`config.mk`:
```
export PLATFORM = sky130hd
export DESIGN_NAME = ctb_raster_to_tile_scan
export DESIGN_NICKNAME = d
export VERILOG_FILES = /design/src/hdl/rts_pkg.sv /design/src/hdl/rts_bound_gen.sv /design/src/hdl/rts_addr_pipe.sv /design/src/hdl/ctb_raster_to_tile_scan.sv
export VERILOG_INCLUDE_DIRS = /design/src /design/src/hdl
export SDC_FILE = /design/constraint.sdc
export NUM_CORES = 2
export LEC_CHECK = 0
export ABC_AREA = 1
export ABC_CLOCK_PERIOD_IN_PS = 15200
export BUFFER_PORTS_ARGS = -buffer_cell sky130_fd_sc_hd__buf_2
export CAP_MARGIN = 25
export CORE_ASPECT_RATIO = 1.5
export CORE_MARGIN = 10
export CORE_UTILIZATION = 35
export DETAILED_ROUTE_END_ITERATION = 8
export GPL_ROUTABILITY_DRIVEN = 0
export PLACE_DENSITY = 0.56
export SETUP_SLACK_MARGIN = 0.02
export SLEW_MARGIN = 10
export SYNTH_ARGS = -nofsm -noshare
export SYNTH_HDL_FRONTEND = slang
export SYNTH_SLANG_ARGS = --single-unit
```
`constraint.sdc`:
```
create_clock -name clk -period 15.2 [get_ports clk]
set_input_delay 2.28 -clock clk [delete_from_list [all_inputs] [get_ports clk]]
set_output_delay 2.28 -clock clk [all_outputs]
set_load 0.01 [all_outputs]
```
`src/hdl/assert_macros.svh`:
```
// Assertion macros shared by the tile scan conversion modules.
`ifndef ASSERT_MACROS_SVH
`define ASSERT_MACROS_SVH

// Checks that cond_a in a cycle implies cond_b in the same cycle.
`define ASSERT_IMPLIES(label, clk, rst_n, cond_a, cond_b) \
	label: assert property (@(posedge clk) disable iff (!rst_n) (cond_a) |-> (cond_b)) \
		else $error("implication check failed");

// Checks that cond_a in a cycle implies cond_b in the next cycle.
`define ASSERT_NEXT(label, clk, rst_n, cond_a, cond_b) \
	label: assert property (@(posedge clk) disable iff (!rst_n) (cond_a) |=> (cond_b)) \
		else $error("next cycle check failed");

`endif

```
`src/hdl/rts_pkg.sv`:
```
// Shared constants and types of the raster to tile scan converter.
package rts_pkg;

	localparam int unsigned MAX_TILE_COLS_DEF     = 8;
	localparam int unsigned MAX_TILE_ROWS_DEF     = 8;
	localparam int unsigned MAX_PIC_CTBS_SIDE_DEF = 256;

	localparam int unsigned ADDR_W = 16;

	typedef enum logic [2:0] {
		CFG_PIC_WIDTH   = 3'd0,
		CFG_PIC_HEIGHT  = 3'd1,
		CFG_TILE_COLS   = 3'd2,
		CFG_TILE_ROWS   = 3'd3,
		CFG_UNIFORM     = 3'd4,
		CFG_COL_WIDTHS  = 3'd5,
		CFG_ROW_HEIGHTS = 3'd6
	} cfg_reg_t;

	localparam logic [1:0] ST_OK        = 2'd0;
	localparam logic [1:0] ST_OUTSIDE   = 2'd1;
	localparam logic [1:0] ST_BAD_SIZES = 2'd2;

	typedef struct packed {
		logic busy;
		logic sizes_bad;
	} bnd_status_t;

endpackage

```
`src/hdl/rts_bound_gen.sv`:
```
// Sequencer that rebuilds the tile bounds and the width reciprocal from the registers.
`include "assert_macros.svh"
module rts_bound_gen #(
	parameter int unsigned MAX_TILE_COLS     = rts_pkg::MAX_TILE_COLS_DEF,
	parameter int unsigned MAX_TILE_ROWS     = rts_pkg::MAX_TILE_ROWS_DEF,
	parameter int unsigned MAX_PIC_CTBS_SIDE = rts_pkg::MAX_PIC_CTBS_SIDE_DEF,
	localparam int unsigned SW = $clog2(MAX_PIC_CTBS_SIDE + 1),
	localparam int unsigned CW = $clog2(MAX_TILE_COLS + 1),
	localparam int unsigned RW = $clog2(MAX_TILE_ROWS + 1)
) (
	input  logic                  clk,
	input  logic                  arst_n,
	input  logic                  start,
	input  logic [SW-1:0]         eff_width,
	input  logic [SW-1:0]         eff_height,
	input  logic [CW-1:0]         eff_cols,
	input  logic [RW-1:0]         eff_rows,
	input  logic                  uniform,
	input  logic [63:0]           col_m1,
	input  logic [63:0]           row_m1,
	output logic [SW-1:0]         col_bd [MAX_TILE_COLS+1],
	output logic [SW-1:0]         row_bd [MAX_TILE_ROWS+1],
	output logic [rts_pkg::ADDR_W:0] recip,
	output rts_pkg::bnd_status_t  status
);
	import rts_pkg::*;

	localparam int unsigned MT  = (MAX_TILE_COLS > MAX_TILE_ROWS) ? MAX_TILE_COLS : MAX_TILE_ROWS;
	localparam int unsigned KW  = $clog2(MT + 1);
	localparam int unsigned VW  = (SW > KW) ? SW : KW;
	localparam int unsigned PW  = $clog2(MT * MAX_PIC_CTBS_SIDE + 1);
	localparam int unsigned RCW = ADDR_W + 1;
	localparam int unsigned DW  = (PW > RCW) ? PW : RCW;
	localparam int unsigned AW  = $clog2(MT * 256 + 1);
	localparam int unsigned NW  = $clog2(DW + 1);

	typedef enum logic [2:0] {
		ST_IDLE = 3'b001,
		ST_LOAD = 3'b010,
		ST_DIV  = 3'b100
	} state_t;

	typedef enum logic [1:0] {
		JOB_COL   = 2'd0,
		JOB_ROW   = 2'd1,
		JOB_RECIP = 2'd2
	} job_t;

	state_t        state_q;
	job_t          job_q;
	logic [KW-1:0] k_q;
	logic [AW-1:0] acc_q;
	logic          bad_q;
	logic [VW-1:0] rem_q;
	logic [VW-1:0] dvs_q;
	logic [DW-1:0] quo_q;
	logic [NW-1:0] cnt_q;
	logic [RCW-1:0] recip_q;
	logic [SW-1:0] col_q [MAX_TILE_COLS+1];
	logic [SW-1:0] row_q [MAX_TILE_ROWS+1];

	logic [KW-1:0] n_cur;
	logic [SW-1:0] size_cur;
	logic [63:0]   packed_cur;
	logic [7:0]    m1;
	logic [AW-1:0] acc_nx;
	logic [SW-1:0] expl_bd;
	logic          last;
	logic [VW:0]   rem_sh;
	logic          q_bit;
	logic [VW:0]   rem_diff;
	logic [DW-1:0] quo_nx;
	logic [DW-1:0] div_dend;
	logic [VW-1:0] div_dvs;
	logic [SW-1:0] bd_val;
	logic          wr_bd;
	logic          div_end;

	always_comb begin
		n_cur      = (job_q == JOB_ROW) ? KW'(eff_rows) : KW'(eff_cols);
		size_cur   = (job_q == JOB_ROW) ? eff_height : eff_width;
		packed_cur = (job_q == JOB_ROW) ? row_m1 : col_m1;
		m1 = '0;
		for (int j = 0; j < 8; j++) begin
			if ((j + 1 <= int'(MT)) && (k_q == KW'(j + 1))) begin
				m1 = packed_cur[8*j +: 8];
			end
		end
		acc_nx  = acc_q + AW'(m1) + AW'(1);
		expl_bd = (int'(acc_nx) > int'(size_cur)) ? size_cur : SW'(acc_nx);
		last    = (job_q == JOB_RECIP) || (k_q == n_cur);

		rem_sh   = {rem_q, quo_q[DW-1]};
		q_bit    = (rem_sh >= {1'b0, dvs_q});
		rem_diff = q_bit ? (rem_sh - {1'b0, dvs_q}) : rem_sh;
		quo_nx   = {quo_q[DW-2:0], q_bit};

		div_dend = (job_q == JOB_RECIP) ? (DW'(1) << ADDR_W) : (DW'(k_q) * DW'(size_cur));
		div_dvs  = (job_q == JOB_RECIP) ? VW'(eff_width) : VW'(n_cur);

		div_end = (state_q == ST_DIV) && (cnt_q == NW'(1));
		if (state_q == ST_DIV) begin
			bd_val = SW'(quo_nx);
		end else if (k_q == n_cur) begin
			bd_val = size_cur;
		end else begin
			bd_val = expl_bd;
		end
		wr_bd = (job_q != JOB_RECIP) &&
			(div_end || ((state_q == ST_LOAD) && !uniform));
	end

	always_ff @(posedge clk or negedge arst_n) begin
		if (!arst_n) begin
			state_q <= ST_LOAD;
			job_q   <= JOB_COL;
			k_q     <= KW'(1);
			acc_q   <= '0;
			bad_q   <= 1'b0;
			rem_q   <= '0;
			dvs_q   <= '0;
			quo_q   <= '0;
			cnt_q   <= '0;
		end else if (start) begin
			state_q <= ST_LOAD;
			job_q   <= JOB_COL;
			k_q     <= KW'(1);
			acc_q   <= '0;
			bad_q   <= 1'b0;
		end else begin
			case (state_q)
				ST_LOAD: begin
					if ((job_q == JOB_RECIP) || uniform) begin
						quo_q   <= div_dend;
						rem_q   <= '0;
						dvs_q   <= div_dvs;
						cnt_q   <= NW'(DW);
						state_q <= ST_DIV;
					end else begin
						acc_q <= acc_nx;
						if (last) begin
							bad_q <= bad_q | (int'(acc_q) >= int'(size_cur));
						end
					end
				end
				ST_DIV: begin
					quo_q <= quo_nx;
					rem_q <= VW'(rem_diff);
					cnt_q <= cnt_q - NW'(1);
				end
				ST_IDLE: begin
				end
				default: state_q <= ST_IDLE;
			endcase

			// Once the current bound or the reciprocal is written, move on to the next bound or job, or go idle.
			if (div_end || ((state_q == ST_LOAD) && !uniform && (job_q != JOB_RECIP))) begin
				if (job_q == JOB_RECIP) begin
					state_q <= ST_IDLE;
				end else if (last && (job_q == JOB_COL)) begin
					job_q   <= JOB_ROW;
					k_q     <= KW'(1);
					acc_q   <= '0;
					state_q <= ST_LOAD;
				end else if (last) begin
					job_q   <= JOB_RECIP;
					state_q <= ST_LOAD;
				end else begin
					k_q     <= k_q + KW'(1);
					state_q <= ST_LOAD;
				end
			end
		end
	end

	always_ff @(posedge clk) begin
		if (div_end && (job_q == JOB_RECIP)) begin
			recip_q <= quo_nx[RCW-1:0];
		end
		for (int i = 1; i <= int'(MAX_TILE_COLS); i++) begin
			if (wr_bd && (job_q == JOB_COL) && (k_q == KW'(i))) begin
				col_q[i] <= bd_val;
			end
		end
		for (int i = 1; i <= int'(MAX_TILE_ROWS); i++) begin
			if (wr_bd && (job_q == JOB_ROW) && (k_q == KW'(i))) begin
				row_q[i] <= bd_val;
			end
		end
	end

	always_comb begin
		for (int i = 0; i <= int'(MAX_TILE_COLS); i++) begin
			col_bd[i] = (i == 0) ? '0 : col_q[i];
		end
		for (int i = 0; i <= int'(MAX_TILE_ROWS); i++) begin
			row_bd[i] = (i == 0) ? '0 : row_q[i];
		end
	end

	assign recip            = recip_q;
	assign status.busy      = (state_q != ST_IDLE);
	assign status.sizes_bad = bad_q;

	`ASSERT_IMPLIES(a_div_nonzero, clk, arst_n, state_q == ST_DIV, dvs_q != '0)
	`ASSERT_IMPLIES(a_k_range, clk, arst_n, state_q == ST_LOAD && job_q != JOB_RECIP, k_q != '0 && k_q <= n_cur)
	`ASSERT_NEXT(a_start_busy, clk, arst_n, start, status.busy)

endmodule

```
`src/hdl/rts_addr_pipe.sv`:
```
// Seven-stage address pipeline: row split, tile search and tile scan sum.
`include "assert_macros.svh"
module rts_addr_pipe #(
	parameter int unsigned MAX_TILE_COLS     = rts_pkg::MAX_TILE_COLS_DEF,
	parameter int unsigned MAX_TILE_ROWS     = rts_pkg::MAX_TILE_ROWS_DEF,
	parameter int unsigned MAX_PIC_CTBS_SIDE = rts_pkg::MAX_PIC_CTBS_SIDE_DEF,
	localparam int unsigned SW = $clog2(MAX_PIC_CTBS_SIDE + 1),
	localparam int unsigned CW = $clog2(MAX_TILE_COLS + 1),
	localparam int unsigned RW = $clog2(MAX_TILE_ROWS + 1)
) (
	input  logic                  clk,
	input  logic                  arst_n,
	input  logic                  raster_valid,
	output logic                  raster_stall,
	input  logic [15:0]           raster_address,
	output logic                  result_valid,
	input  logic                  result_stall,
	output logic [15:0]           tile_scan_address,
	output logic [5:0]            tile_index,
	output logic [2:0]            tile_col_index,
	output logic [2:0]            tile_row_index,
	output logic [1:0]            status,
	input  logic [SW-1:0]         eff_width,
	input  logic [SW-1:0]         eff_height,
	input  logic [CW-1:0]         eff_cols,
	input  logic [RW-1:0]         eff_rows,
	input  logic [SW-1:0]         col_bd [MAX_TILE_COLS+1],
	input  logic [SW-1:0]         row_bd [MAX_TILE_ROWS+1],
	input  logic [rts_pkg::ADDR_W:0] recip,
	input  rts_pkg::bnd_status_t  bnd
);
	import rts_pkg::*;

	localparam int unsigned XW = SW + 1;
	localparam int unsigned MW = 2 * SW;
	localparam int unsigned TW = 2 * SW + 2;

	logic en;
	logic v_s1, v_s2, v_s3, v_s4, v_s5, v_s6, v_s7;

	logic [ADDR_W-1:0] addr_s1, addr_s2;
	logic [ADDR_W-1:0] y0_s2, y0_s3;
	logic              oob_s2, oob_s3, oob_s4, oob_s5, oob_s6;
	logic [XW-1:0]     x0_s3;
	logic [SW-1:0]     x_s4, y_s4, x_s5, y_s5;
	logic [CW-1:0]     tx_s5;
	logic [RW-1:0]     ty_s5;
	logic [SW-1:0]     cs0_s5, cs1_s5, rs0_s5, rs1_s5;
	logic [MW-1:0]     t1_s6, t2_s6, t3_s6;
	logic [SW-1:0]     t4_s6;
	logic [5:0]        tidx_s6;
	logic [2:0]        tx_s6, ty_s6;

	logic [2*ADDR_W:0] prod;
	logic [MW-1:0]     area;
	logic [CW-1:0]     tx_c;
	logic [RW-1:0]     ty_c;
	logic [SW-1:0]     cs0_c, cs1_c, rs0_c, rs1_c;
	logic [TW-1:0]     ts_sum;

	// The whole pipe moves together; it holds only when a result waits.
	assign en           = !(v_s7 && result_stall);
	assign raster_stall = !en || bnd.busy;
	assign result_valid = v_s7;

	assign prod = (2*ADDR_W+1)'(addr_s1) * (2*ADDR_W+1)'(recip);
	assign area = MW'(eff_width) * MW'(eff_height);

	// Bounds never decrease, so the last start not beyond the block wins.
	always_comb begin
		tx_c  = '0;
		cs0_c = col_bd[0];
		cs1_c = col_bd[1];
		for (int i = 0; i < int'(MAX_TILE_COLS); i++) begin
			if ((i < int'(eff_cols)) && (x_s4 >= col_bd[i])) begin
				tx_c  = CW'(i);
				cs0_c = col_bd[i];
				cs1_c = col_bd[i+1];
			end
		end
		ty_c  = '0;
		rs0_c = row_bd[0];
		rs1_c = row_bd[1];
		for (int i = 0; i < int'(MAX_TILE_ROWS); i++) begin
			if ((i < int'(eff_rows)) && (y_s4 >= row_bd[i])) begin
				ty_c  = RW'(i);
				rs0_c = row_bd[i];
				rs1_c = row_bd[i+1];
			end
		end
	end

	assign ts_sum = TW'(t1_s6) + TW'(t2_s6) + TW'(t3_s6) + TW'(t4_s6);

	always_ff @(posedge clk or negedge arst_n) begin
		if (!arst_n) begin
			v_s1 <= 1'b0;
			v_s2 <= 1'b0;
			v_s3 <= 1'b0;
			v_s4 <= 1'b0;
			v_s5 <= 1'b0;
			v_s6 <= 1'b0;
			v_s7 <= 1'b0;
		end else if (en) begin
			v_s1 <= raster_valid && !bnd.busy;
			v_s2 <= v_s1;
			v_s3 <= v_s2;
			v_s4 <= v_s3;
			v_s5 <= v_s4;
			v_s6 <= v_s5;
			v_s7 <= v_s6;
		end
	end

	always_ff @(posedge clk) begin
		if (en) begin
			addr_s1 <= raster_address;

			addr_s2 <= addr_s1;
			y0_s2   <= prod[ADDR_W +: ADDR_W];
			oob_s2  <= (int'(addr_s1) >= int'(area));

			// The reciprocal rounds down, so the row is exact or one short.
			x0_s3  <= XW'(addr_s2 - ADDR_W'(y0_s2 * ADDR_W'(eff_width)));
			y0_s3  <= y0_s2;
			oob_s3 <= oob_s2;

			if (x0_s3 >= XW'(eff_width)) begin
				x_s4 <= SW'(x0_s3 - XW'(eff_width));
				y_s4 <= SW'(y0_s3 + ADDR_W'(1));
			end else begin
				x_s4 <= SW'(x0_s3);
				y_s4 <= SW'(y0_s3);
			end
			oob_s4 <= oob_s3;

			x_s5   <= x_s4;
			y_s5   <= y_s4;
			tx_s5  <= tx_c;
			ty_s5  <= ty_c;
			cs0_s5 <= cs0_c;
			cs1_s5 <= cs1_c;
			rs0_s5 <= rs0_c;
			rs1_s5 <= rs1_c;
			oob_s5 <= oob_s4;

			t1_s6   <= MW'(eff_width) * MW'(rs0_s5);
			t2_s6   <= MW'(rs1_s5 - rs0_s5) * MW'(cs0_s5);
			t3_s6   <= MW'(y_s5 - rs0_s5) * MW'(cs1_s5 - cs0_s5);
			t4_s6   <= x_s5 - cs0_s5;
			tidx_s6 <= 6'(int'(ty_s5) * int'(eff_cols) + int'(tx_s5));
			tx_s6   <= 3'(tx_s5);
			ty_s6   <= 3'(ty_s5);
			oob_s6  <= oob_s5;

			if (bnd.sizes_bad || oob_s6) begin
				tile_scan_address <= '0;
				tile_index        <= '0;
				tile_col_index    <= '0;
				tile_row_index    <= '0;
				status            <= bnd.sizes_bad ? ST_BAD_SIZES : ST_OUTSIDE;
			end else begin
				tile_scan_address <= 16'(ts_sum);
				tile_index        <= tidx_s6;
				tile_col_index    <= tx_s6;
				tile_row_index    <= ty_s6;
				status            <= ST_OK;
			end
		end
	end

	`ASSERT_IMPLIES(a_busy_stalls, clk, arst_n, bnd.busy, raster_stall)
	`ASSERT_IMPLIES(a_fail_zero, clk, arst_n, result_valid && status != ST_OK, tile_scan_address == '0 && tile_index == '0)
	`ASSERT_IMPLIES(a_col_range, clk, arst_n, result_valid && status == ST_OK, int'(tile_col_index) < int'(eff_cols))

endmodule

```
`src/hdl/ctb_raster_to_tile_scan.sv`:
```
// Top level: configuration registers, bound builder and address pipeline.
// An accepted raster address runs through the registered address pipeline to its result item.
// Throughput: one item per cycle while the result side does not stall and the bound builder is not busy.
// Reset loads a 1x1 picture with one tile, then the bound builder runs; it runs
// again after each register write and holds raster_stall while it is busy.
module ctb_raster_to_tile_scan #(
	parameter int unsigned MAX_TILE_COLS     = rts_pkg::MAX_TILE_COLS_DEF,
	parameter int unsigned MAX_TILE_ROWS     = rts_pkg::MAX_TILE_ROWS_DEF,
	parameter int unsigned MAX_PIC_CTBS_SIDE = rts_pkg::MAX_PIC_CTBS_SIDE_DEF
) (
	input  logic        clk,
	input  logic        arst_n,
	input  logic        cfg_valid,
	output logic        cfg_ready,
	input  logic [2:0]  cfg_index,
	input  logic [63:0] cfg_data,
	input  logic        raster_valid,
	output logic        raster_stall,
	input  logic [15:0] raster_address,
	output logic        result_valid,
	input  logic        result_stall,
	output logic [15:0] tile_scan_address,
	output logic [5:0]  tile_index,
	output logic [2:0]  tile_col_index,
	output logic [2:0]  tile_row_index,
	output logic [1:0]  status
);
	import rts_pkg::*;

	localparam int unsigned SW = $clog2(MAX_PIC_CTBS_SIDE + 1);
	localparam int unsigned CW = $clog2(MAX_TILE_COLS + 1);
	localparam int unsigned RW = $clog2(MAX_TILE_ROWS + 1);

	logic [8:0]  pic_width_q;
	logic [8:0]  pic_height_q;
	logic [3:0]  tile_cols_q;
	logic [3:0]  tile_rows_q;
	logic        uniform_q;
	logic [63:0] col_m1_q;
	logic [63:0] row_m1_q;

	logic          cfg_wr;
	logic [SW-1:0] eff_width, eff_height;
	logic [CW-1:0] eff_cols;
	logic [RW-1:0] eff_rows;
	logic [SW-1:0] col_bd [MAX_TILE_COLS+1];
	logic [SW-1:0] row_bd [MAX_TILE_ROWS+1];
	logic [ADDR_W:0] recip;
	bnd_status_t   bnd;

	assign cfg_ready = 1'b1;
	assign cfg_wr    = cfg_valid && cfg_ready;

	always_ff @(posedge clk or negedge arst_n) begin
		if (!arst_n) begin
			pic_width_q  <= 9'd1;
			pic_height_q <= 9'd1;
			tile_cols_q  <= 4'd1;
			tile_rows_q  <= 4'd1;
			uniform_q    <= 1'b1;
			col_m1_q     <= '0;
			row_m1_q     <= '0;
		end else if (cfg_wr) begin
			case (cfg_index)
				CFG_PIC_WIDTH:   pic_width_q  <= cfg_data[8:0];
				CFG_PIC_HEIGHT:  pic_height_q <= cfg_data[8:0];
				CFG_TILE_COLS:   tile_cols_q  <= cfg_data[3:0];
				CFG_TILE_ROWS:   tile_rows_q  <= cfg_data[3:0];
				CFG_UNIFORM:     uniform_q    <= cfg_data[0];
				CFG_COL_WIDTHS:  col_m1_q     <= cfg_data;
				CFG_ROW_HEIGHTS: row_m1_q     <= cfg_data;
				default: ;
			endcase
		end
	end

	// Zero or oversized sizes and counts saturate into their legal range.
	always_comb begin
		if (pic_width_q == '0) eff_width = SW'(1);
		else if (int'(pic_width_q) > int'(MAX_PIC_CTBS_SIDE)) eff_width = SW'(MAX_PIC_CTBS_SIDE);
		else eff_width = SW'(pic_width_q);
		if (pic_height_q == '0) eff_height = SW'(1);
		else if (int'(pic_height_q) > int'(MAX_PIC_CTBS_SIDE)) eff_height = SW'(MAX_PIC_CTBS_SIDE);
		else eff_height = SW'(pic_height_q);
		if (tile_cols_q == '0) eff_cols = CW'(1);
		else if (int'(tile_cols_q) > int'(MAX_TILE_COLS)) eff_cols = CW'(MAX_TILE_COLS);
		else eff_cols = CW'(tile_cols_q);
		if (tile_rows_q == '0) eff_rows = RW'(1);
		else if (int'(tile_rows_q) > int'(MAX_TILE_ROWS)) eff_rows = RW'(MAX_TILE_ROWS);
		else eff_rows = RW'(tile_rows_q);
	end

	rts_bound_gen #(
		.MAX_TILE_COLS     (MAX_TILE_COLS),
		.MAX_TILE_ROWS     (MAX_TILE_ROWS),
		.MAX_PIC_CTBS_SIDE (MAX_PIC_CTBS_SIDE)
	) u_bound_gen (
		.clk        (clk),
		.arst_n     (arst_n),
		.start      (cfg_wr),
		.eff_width  (eff_width),
		.eff_height (eff_height),
		.eff_cols   (eff_cols),
		.eff_rows   (eff_rows),
		.uniform    (uniform_q),
		.col_m1     (col_m1_q),
		.row_m1     (row_m1_q),
		.col_bd     (col_bd),
		.row_bd     (row_bd),
		.recip      (recip),
		.status     (bnd)
	);

	rts_addr_pipe #(
		.MAX_TILE_COLS     (MAX_TILE_COLS),
		.MAX_TILE_ROWS     (MAX_TILE_ROWS),
		.MAX_PIC_CTBS_SIDE (MAX_PIC_CTBS_SIDE)
	) u_addr_pipe (
		.clk               (clk),
		.arst_n            (arst_n),
		.raster_valid      (raster_valid),
		.raster_stall      (raster_stall),
		.raster_address    (raster_address),
		.result_valid      (result_valid),
		.result_stall      (result_stall),
		.tile_scan_address (tile_scan_address),
		.tile_index        (tile_index),
		.tile_col_index    (tile_col_index),
		.tile_row_index    (tile_row_index),
		.status            (status),
		.eff_width         (eff_width),
		.eff_height        (eff_height),
		.eff_cols          (eff_cols),
		.eff_rows          (eff_rows),
		.col_bd            (col_bd),
		.row_bd            (row_bd),
		.recip             (recip),
		.bnd               (bnd)
	);

endmodule
```
==> results.ini <==
[die]
rows = 178
die_h_um = 508
io_pins = 121
die_area_mm2 = 0.175
die_w_um = 345
start_util_pct = 35.3
core_mm2 = 0.157

[synth]
netlist-cell-type-count = 65
synth_compound_area_share_pct = 9.10
synthSimpleGateAreaFrac_pct = 16.9
yosysMostFrequentCell = nand2_1
synth_area_leader_cell = edfxtp_1
synth_edf_count = 398
yosysSeqAreaShare_pct = 31.7
synth_mux_area_share_pct = 0.0609
synth_fa_ha_area_share_pct = 29.4
synth_ff_type = edfxtp_1
yosysWarnings = 0
syn_nets = 7638
syn_avg_cell_area_um2 = 8.48
async_flop_share_pct = 36.0
synth_area_leaders = edfxtp_1 22%, fa_1 18%, ha_1 11%, nand2_1 10%, dfrtp_1 9.8%
syn-cell-area_mm2 = 0.0555
ys_ff_latch = 622
synth_top_area_share_pct = 21.5
synth_xor_area_share_pct = 2.47
synth_commonest_cells = 1501 x nand2_1, 1292 x inv_1, 507 x ha_1
synth_top_family_by_area = adder cells
synth_cells = 6545

[sta]
tightest_slew_ns = 1.05
hold_viol = 0
setup_violations = 0
min_period_ns = 7.54
fin_tns_setup_ns = 0
maxSlewViolCount = 0
maxSlewHeadroom_pct = 29.8
clock_skew_ns = 0.0424
clock.fmax_ghz = 0.133
rsz0062_at_grt = no
fin_ws_ns = 7.66
fin_crit_sh_pct = 49.6
hold_ws_ns = 0.419

[routing]
wl_met1_mm = 61.1
highest_layer = met4
met3_length_mm = 5.92
route.detailed.drc = 0
avgViaCountPerCell = 4.94
drtPass1Iterations = 6
met2_length_mm = 85.1
drt_iter0_drc = 2759
postRouteAntennaNets = 0
wl_mm = 159
wl_per_cell_um = 18.3
vias = 43000

[clocking]
cts.htree.levels = 3
hold_buffers = 0
path_clk_slew_ns = 0.07
cts_setup_buffers = 0
clock_latency_ns = 0.70
root_buffer = clkbuf_16
cts_tree = built
cts_made_buffers = 72
cts.sinks = 622
cts_resized = 0
cts_max_path_buffers = 3

[hold_path]
hold_path_class = register to register
hold_depth = 0
hold_end = u_addr_pipe.oob_s6
hold_start = u_addr_pipe.oob_s5

[cells_and_area]
fin_cells = 8709
n_fill_cell = 16000
drive_gt1_share_pct = 5.15
fin_nets = 7671
syn2layout_area_growth_pct = 9.39

[critical_path]
reg2reg_slack_ns = 7.66
path_class = register to register
r2r-start = pic_width_q[8]
slowest_stage = clkinv_1
arrival_ns = 8.07
crit_path_max_fanout = 19
end_kind = register
rr_worst_depth = 28
critPathMostFrequentCell = inv_1
required_ns = 15.73
critPathLaunchType = register
reg2reg_to = u_addr_pipe.oob_s2
cp_slowest_stage_delay_ns = 0.72

[placement]
dpl.cell_count = 8571
post-place-ws_ns = 7.76
hpwl_mm = 123
port_buffers = 119

[global_route]
grt_pass1_vias = 45000
grt_pass1_wl_mm = 251
gr-total-overflow = 0
antenna_found_initial = 2
track_usage_pct = 18.0
grt_max_degree = 145

[flow_run]
drv_cap = 0

[run_status]
outcome = completed

through the flow:
step / area, um^2 / utilization, %
after floorplan: 55500 / -
after global placement: 58200 / 37.0
after detailed placement: 58200 / 37.0
after CTS: 60600 / 38.6
after global routing: 60700 / 38.6
final: 60700 / 38.6
flip-flops by register name, indices dropped and copies added, names as in the netlist, 10 cells and up:
name                           cells
u_bound_gen.row_q                 72
u_bound_gen.recip                 17
u_addr_pipe.addr_s1               16
u_addr_pipe.addr_s2               10
u_addr_pipe.x0_s3                 10
u_addr_pipe.y0_s2                 10
u_addr_pipe.t1_s6                 16
u_bound_gen.col_q                 72
u_addr_pipe.t3_s6                 16
u_addr_pipe.t2_s6                 16
u_bound_gen.acc_q                 12
row_m1_q                          64
u_bound_gen.quo_q                 17
u_addr_pipe.tile_scan_address     16
col_m1_q                          64
routing by layer:
metal / up-vias / GRT usage, %
met5: - / 0
met4: 0 / 8.31
met3: 350 / 1.84
met2: 974 / 34.3
met1: 21000 / 19.8
li1: 20700 / -
cell usage in the layout, fill, tap and decap left out, types with 8 or more instances in the layout:
| master | count |
|---|---|
| o211ai_1 | 34 |
| inv_2 | 9 |
| o21bai_1 | 11 |
| o21ai_1 | 9 |
| ha_1 | 507 |
| a21o_1 | 8 |
| inv_1 | 1292 |
| nand2_1 | 1497 |
| buf_2 | 118 |
| dfrtp_1 | 217 |
| a21oi_1 | 283 |
| o31ai_1 | 16 |
| nand4_1 | 42 |
| clkbuf_16 | 74 |
| nand3b_1 | 24 |
| clkbuf_1 | 14 |
| o21ai_0 | 440 |
| buf_4 | 33 |
| clkinv_2 | 10 |
| or2_2 | 13 |
| a31oi_1 | 18 |
| nand3_1 | 161 |
| o22ai_1 | 16 |
| xnor2_1 | 51 |
| o21a_1 | 19 |
| fa_1 | 498 |
| o2111ai_1 | 14 |
| xor2_1 | 102 |
| nor2_1 | 502 |
| a211oi_1 | 15 |
| nor3_1 | 54 |
| clkinv_1 | 22 |
| edfxtp_1 | 398 |
cells by family (layout without fill, tap and decap cells):
group	Yosys count	in the layout
AO/OA/AOI/OAI	914	914
other	1	3
buffers and inverters	1515	1607
XOR/XNOR	155	155
flip-flops	622	622
adder cells (fa/ha/maj)	1005	1005
multiplexers	3	3
AND/OR/NAND/NOR	2330	2330
layout make-up:
cell class                      count  area [um^2]  share of cell area, %
Multi-Input combinational cell   4408        32200                   53.1
Antenna cell                        2         5.00                0.00825
Inverter                         1316         4940                   8.14
Timing Repair Buffer              158          986                   1.62
Sequential cell                   622        17600                   28.9
Clock inverter                     42          460                  0.759
Clock buffer                       91         1950                   3.21
Tap cell                         2070         2590                   4.27
worst max-delay path: cells and delay by family, from the launching register on:
| kind | cells | cell delay (ns) |
|---|---|---|
| buffers and inverters | 6 | 1.44 |
| and+or+nand+nor | 11 | 1.69 |
| adders and majority gates | 6 | 2.73 |
| AOI/OAI and AO/OA | 4 | 0.73 |
| DFF | 1 | 0.64 |
| xor gates and xnor gates | 1 | 0.14 |
how the worst max path moves through the flow:
stage,startpoint,endpoint,slack [ns],depth (start not counted)
detailed placement,pic_width_q[8],u_addr_pipe.oob_s2,7.76,26
global route,pic_width_q[8],u_addr_pipe.oob_s2,7.04,28
CTS,pic_width_q[8],u_addr_pipe.oob_s2,7.66,28
floorplan,result_stall,raster_stall,3.12,3
global placement,pic_width_q[8],u_addr_pipe.oob_s2,7.80,28
finish,pic_width_q[8],u_addr_pipe.oob_s2,7.66,28
Power is not shown: default switching activity piles up to over one toggle a cycle in this logic, so the estimate is an artifact.
